File: config.mk
export PLATFORM = sky130hd
export DESIGN_NAME = tcw_ctrl
export DESIGN_NICKNAME = d
export VERILOG_FILES = /design/src/hdl/tcw_pkg.sv /design/src/hdl/tcw_ctrl.sv
export SDC_FILE = /design/constraint.sdc
export NUM_CORES = 1
export LEC_CHECK = 0
export ABC_AREA = 1
export BUFFER_PORTS_ARGS = -buffer_cell sky130_fd_sc_hd__buf_4
export CAP_MARGIN = 0
export CORE_AREA = 2 2 39 41
export CTS_CLUSTER_SIZE = 40
export DETAILED_ROUTE_END_ITERATION = 12
export DIE_AREA = 0 0 41 43
export GPL_TIMING_DRIVEN = 0
export RECOVER_POWER = 25
export SYNTH_ARGS = -nofsm -noshare
export SYNTH_HDL_FRONTEND = slang
export SYNTH_SLANG_ARGS = --single-unit
File: constraint.sdc
create_clock -name clk -period 1.3 [get_ports clk]
set_clock_uncertainty 0.2 [all_clocks]
set_input_delay 0.13 -clock clk [delete_from_list [all_inputs] [get_ports clk]]
set_output_delay 0.13 -clock clk [all_outputs]
set_load 0.05 [all_outputs]
File: src/hdl/tcw_pkg.sv
// ============================================================================
// tcw_pkg
// Shared constants, codes and control/status types of the text console
// character writer.
// ============================================================================
package tcw_pkg;

    // Screen geometry
    localparam int WIDTH  = 80;
    localparam int HEIGHT = 25;

    // Cursor values run up to and including WIDTH / HEIGHT
    localparam int COL_W     = $clog2(WIDTH + 1);
    localparam int ROW_W     = $clog2(HEIGHT + 1);
    localparam int COL_IDX_W = $clog2(WIDTH);
    localparam int ROW_IDX_W = $clog2(HEIGHT);
    localparam int CELLS     = WIDTH * HEIGHT;
    localparam int ADDR_W    = $clog2(CELLS);

    // Field widths on the stream ports
    localparam int CMD_W    = 2;
    localparam int CHAR_W   = 8;
    localparam int RROW_W   = 5;
    localparam int RCOL_W   = 7;
    localparam int OCOL_W   = 7;
    localparam int OROW_W   = 5;
    localparam int IN_DW    = 24;
    localparam int OUT_DW   = 24;

    // Commands
    localparam logic [CMD_W-1:0] CMD_WRITE = 2'd0;
    localparam logic [CMD_W-1:0] CMD_CLEAR = 2'd1;
    localparam logic [CMD_W-1:0] CMD_READ  = 2'd2;

    // Character codes
    localparam logic [CHAR_W-1:0] CH_BACKSPACE = 8'd8;
    localparam logic [CHAR_W-1:0] CH_TAB       = 8'd9;
    localparam logic [CHAR_W-1:0] CH_NEWLINE   = 8'd10;
    localparam logic [CHAR_W-1:0] CH_RETURN    = 8'd13;
    localparam logic [CHAR_W-1:0] CH_SPACE     = 8'h20;

    // Commands from the controller to the datapath
    typedef struct packed {
        logic accept;       // latch the input transfer
        logic exec_simple;  // cursor update (clear also resets rows), load result
        logic prep;         // wrap / scroll before a printable write
        logic put;          // store character, advance, load result
        logic blank;        // write one space of a row blank sweep
        logic rd_issue;     // start cell read
        logic rd_done;      // load result with the read cell
    } ctl_t;

    // Status from the datapath to the controller
    typedef struct packed {
        logic op_print;     // latched item is a printable write
        logic op_read;      // latched item is a cell read
        logic row_ok;       // cursor row holds initialized cells
        logic blank_last;   // sweep is on the last column
    } sts_t;

endpackage

File: src/hdl/tcw_ctrl.sv
// ============================================================================
// tcw_ctrl
// Sequencer: accepts one item, steps the datapath through it and owns the
// result-valid flag.
// ============================================================================
module tcw_ctrl (
    input  logic          clk,
    input  logic          rst_n,
    input  logic          s_tvalid,
    output logic          s_tready,
    output logic          m_tvalid,
    input  logic          m_tready,
    input  tcw_pkg::sts_t sts,
    output tcw_pkg::ctl_t ctl
);

    localparam logic [2:0] S_IDLE  = 3'd0;
    localparam logic [2:0] S_EXEC  = 3'd1;
    localparam logic [2:0] S_PUT   = 3'd2;
    localparam logic [2:0] S_BLANK = 3'd3;
    localparam logic [2:0] S_RD    = 3'd4;

    logic [2:0] state_reg;
    logic [2:0] state_next;
    logic       out_valid_reg;
    logic       out_valid_next;
    logic       out_free;

    // result register can take a new value this cycle
    assign out_free = !out_valid_reg || m_tready;

    always_comb
    begin
        state_next     = state_reg;
        out_valid_next = out_valid_reg && !m_tready;
        ctl            = '0;
        unique case (state_reg)
            S_IDLE:
            begin
                if (s_tvalid)
                begin
                    ctl.accept = 1'b1;
                    state_next = S_EXEC;
                end
            end
            S_EXEC:
            begin
                if (sts.op_print)
                begin
                    ctl.prep   = 1'b1;
                    state_next = S_PUT;
                end
                else if (sts.op_read)
                begin
                    ctl.rd_issue = 1'b1;
                    state_next   = S_RD;
                end
                else if (out_free)
                begin
                    ctl.exec_simple = 1'b1;
                    out_valid_next  = 1'b1;
                    state_next      = S_IDLE;
                end
            end
            S_PUT:
            begin
                if (!sts.row_ok)
                begin
                    state_next = S_BLANK;
                end
                else if (out_free)
                begin
                    ctl.put        = 1'b1;
                    out_valid_next = 1'b1;
                    state_next     = S_IDLE;
                end
            end
            S_BLANK:
            begin
                ctl.blank = 1'b1;
                if (sts.blank_last)
                begin
                    state_next = S_PUT;
                end
            end
            S_RD:
            begin
                if (out_free)
                begin
                    ctl.rd_done    = 1'b1;
                    out_valid_next = 1'b1;
                    state_next     = S_IDLE;
                end
            end
            default:
            begin
                state_next = S_IDLE;
            end
        endcase
    end

    always_ff @(posedge clk or negedge rst_n)
    begin
        if (!rst_n)
        begin
            state_reg     <= S_IDLE;
            out_valid_reg <= 1'b0;
        end
        else
        begin
            state_reg     <= state_next;
            out_valid_reg <= out_valid_next;
        end
    end

    assign s_tready = (state_reg == S_IDLE);
    assign m_tvalid = out_valid_reg;

endmodule

-- Word-level counts from Yosys, hierarchy flattened
Cells that the tools add are included.
- equal/unequal tests: 6
- mux-type cells: 26
- reductions and logical operators: 6
- operator list (kind ; count):
    3-bit 2-to-1 mux ; 6
    1-bit 2-to-1 mux ; 17
    3-bit case mux with 5 select lines ; 1
    3-bit by 2-bit equality test with 1-bit output, second input constant ; 2
    2-bit != test, second input constant ; 2
    3-bit by 1-bit equality test with 1-bit output, second input constant ; 1
    3-bit equality test, second input constant ; 1
    3-bit logical NOT ; 1
    1-bit case mux with 3 select lines ; 1
    1-bit logical NOT ; 2
    2-bit 2-to-1 mux ; 1
    2-bit AND reduction ; 1
    1-bit logical AND ; 1
    1-bit logical OR ; 1
- flip-flop bits (word level): 4
- input port bits: 8
- output and inout port bits: 9

-- Longest topological paths before layout
- depth in word-level cells: 6
- gate-level depth with buffers: 7
- depth with buffers taken out: 7

-- Least setup slack after synthesis
OpenSTA, ideal clock, no wires.
- path type: flip-flop to output port
- from: reg out_valid_reg, in the netlist m_tvalid
- to: out ctl[0] (netlist bit)
- data arrival time: 1.425 ns
- required time: 0.970 ns
- slack: -0.455 ns
- cell stages (with the launch flop): 4
- path through: dfrtp_1 inv_1 nor2_2 nor2_1
- RTL lines (element ; line ; RTL):
    start, declared ; tcw_ctrl.sv:25 ; logic out_valid_reg;
    start signal, assigned ; tcw_ctrl.sv:112 ; out_valid_reg <= out_valid_next;
    end, declared ; tcw_ctrl.sv:14 ; output tcw_pkg::ctl_t ctl

==> impl_metrics.csv <==
group,metric,value,unit
status,status,"finished with violations",
status,violations,"hold timing, setup timing",
grt,grt_max_degree,7,
yosys,ys_seq_area_frac,0.3478,
sta,drv_slew,0,
sta,max_freq,621.7,MHz
grt,met1_usage,0.1331,
grt,grt_busiest_layer,"met2",
clock_network,cts-root-buf,"clkbuf_4",
sta,period_needed,1.608,ns
power,power,0.001507,W
clock_network,cts.path.max_buffers,2,
yosys,ys_ff_latch,4,
layout,layout-area-overhead-vs-synth,129.6,%
yosys,synth_edf_count,0,
sta,post-route-period-util,1.237,
floorplanning,core_area,1384,um^2
layout,n_antenna_cell,0,
placed_design,pre_cts_slack,-0.1837,ns
setup_path,end_kind,"primary output",
placed_design,dpl.cell_count,80,
clock_network,clk_latency,0.23,ns
grt,grt_pass1_vias,362,
detailed_routing,viasPerCell,4.348,
power,p_leak,0.3164,nW
detailed_routing,wirelength,895,um
clock_network,cts_max_level,1,
yosys,synthTopCellsByArea,"dfrtp_1 (35%), nand2_1 (16%), inv_1 (12%)",
worst_hold_path,min_path_type,"input port to register",
floorplanning,die_w,41,um
sta,setup_slack,-0.3084,ns
setup_path,worstPathMaxFanout,4,
placed_design,globalplace.congestion,0.6747,
yosys,synth_common_cells,"nand2_1 (12), inv_1 (9), nor2_1 (9)",
setup_path,ff2ff_path_depth,7,
setup_path,critPathRequiredTime,0.97,ns
sta,fin_tns_setup,-2.198,ns
sta,hold_violations,1,
setup_path,cp.arrival,1.28,ns
clock_network,cts_tree,"done",
sta,worstMarginPinSlew,0.2597,ns
floorplanning,fp-row-count,14,
floorplanning,dieArea,1763,um^2
grt,grtUsageMet2,0.1844,
yosys,synthDistinctLibCells,10,
floorplanning,fp.dieH,43,um
sta,setup-violations-final,8,
setup_path,start_kind,"register",
yosys,syn_nets,56,
yosys,avgSynthCellArea,5.995,um^2
yosys,netlist_area,287.8,um^2
setup_path,cp.depth,6,
yosys,async_flop_share,1.000,
layout,drive_gt1_frac,0.6053,
grt,overflow,0,
power,power.density,2282,nW/um^2
setup_path,critPathSlowestCell,"dfrtp_1",
detailed_routing,wl_per_cell,9.728,um
grt,grt_usage,0.1128,
power,ir_worst_vdd,858.8,uV
clock_network,cts.sinks,4,
layout,nNetsFinal,85,
detailed_routing,drtIter0Drc,10,
floorplanning,initial_core_util,0.2080,
detailed_routing,drcViolationCount,0,
setup_path,critPathBufInv,3,
layout,largest_reg_flops,3,
grt,grt_antenna_before_repair,0,
detailed_routing,dr.pass1.iters,2,
setup_path,critPathTopFamily,"flip-flops",
setup_path,critical_path_class,"register to primary output",
yosys,yosys.area.top_type,"dfrtp_1",
layout,instances_no_fill,92,
yosys,synth_flop_cell,"dfrtp_1",
sta,holdWs,-0.02771,ns
yosys,synthCells,48,
yosys,yosys_warnings,0,
yosys,synth.most_common_cell,"nand2_1",
grt,grt.met3_usage,0.01571,
flow_run,maxCapViolations,0,
clock_network,ctsHoldBuffers,3,
yosys,synth_top_area_share,0.3478,
clock_network,path_clk_slew,0.03,ns
clock_network,numCtsBuffers,3,
setup_path,slowest_delay,0.40,ns
setup_path,crit_chain,"inv_2 -> nand2_4 -> nor2_4 -> nand3_2 -> clkinvlp_4 -> buf_8",
layout,n_fill_cell,142,
layout,multi_input_area,232.7,um^2
floorplanning,io_pins,17,
layout,seq_area,103.9,um^2
detailed_routing,vias,400,
sta,rsz0062_at_grt,"yes",
sta,relSlewSlack,0.8264,
grt,grt_pass1_wl,1366,um
placed_design,dp.final_hpwl,647.6,um
worst_hold_path,holdPathStages,3,
detailed_routing,ant_nets,0,
placed_design,port_buffers,16,
[cells in the final DEF (no fill, tap or decap)]
| master | count |
|---|---|
| clkinvlp_4 | 1 |
| nand3_2 | 2 |
| nor2_2 | 3 |
| o21ai_1 | 1 |
| nand2_2 | 1 |
| nand2_1 | 10 |
| o21ai_0 | 1 |
| buf_8 | 4 |
| nand3_1 | 4 |
| inv_1 | 7 |
| nand2_4 | 1 |
| buf_6 | 5 |
| dlygate4sd3_1 | 3 |
| clkbuf_4 | 3 |
| inv_2 | 3 |
| buf_4 | 11 |
| clkbuf_1 | 2 |
| dfrtp_1 | 1 |
| nor2_4 | 8 |
| o2111ai_2 | 1 |
| nor2_1 | 1 |
| dfrtp_2 | 3 |
[metal layers]
metal  up-vias  routed length, um
li1        202                  -
met1       188                309
met2        10                531
met3         0                 53
met4         0                  0
met5         -                  0
[path summary, 6_finish.rpt]
path / startpoint / to / slack, ns
worst max register to register: state_reg[2]$_DFFE_PN0P_ / state_reg[0]$_DFFE_PN0P_ / 0
min in group asynchronous: rst_n / state_reg[1]$_DFFE_PN0P_ / 0.05
worst max-delay path: state_reg[2]$_DFFE_PN0P_ / ctl[1] / -0.31
worst min register to register: m_tvalid$_DFF_PN0_ / m_tvalid$_DFF_PN0_ / 0.41
worst min-delay path: sts[2] / state_reg[2]$_DFFE_PN0P_ / -0.03
max in group asynchronous: rst_n / state_reg[0]$_DFFE_PN0P_ / 0.65
[layout make-up]
type	instances	share of cell area
inverter	11	0.06818
clock buffer	4	0.03977
multi-input combinational	33	0.3523
sequential	4	0.1572
tap	16	0.03030
timing repair buffer	24	0.3523
[power by group]
group / switching, W / leakage, nW / total, W / internal [W]
sequential: 0.0000848 / 0.0474 / 0.000268 / 0.000183
clock: 0.0000512 / 0.0150 / 0.000166 / 0.000115
combinational: 0.000663 / 0.254 / 0.00107 / 0.000409
total: 0.000799 / 0.316 / 0.00151 / 0.000708
[cell families after synthesis]
group	Yosys count	synth area share
flops	4	0.3478
buf+inv	11	0.1435
simple gates	30	0.4435
compound gates	3	0.06519
[worst register-to-register path, cell delays in order, from the launching register on]
cell and delay, ns:
dfrtp_1 0.40, buf_4 0.16, nor2_2 0.12, nand3_1 0.09
nand2_1 0.07, inv_1 0.04, nand2_1 0.05, nand2_1 0.05
[metrics by stage]
stage	utilization	area, um^2
after floorplan	-	347.8
after detailed placement	0.3526	488.0
final	0.4774	660.6
after global routing	0.4774	660.6
after CTS	0.4566	631.9
after global placement	0.3526	488.0
[timing repair]
action                                  CTS  global route
gates cloned                              0             0
pin swaps                                 3             1
endpoints found under the setup margin    8             9
gates resized for setup                  18             4
buffers inserted                          3             2
hold endpoints to repair                  7             1
(Power assumes the default switching activity.)
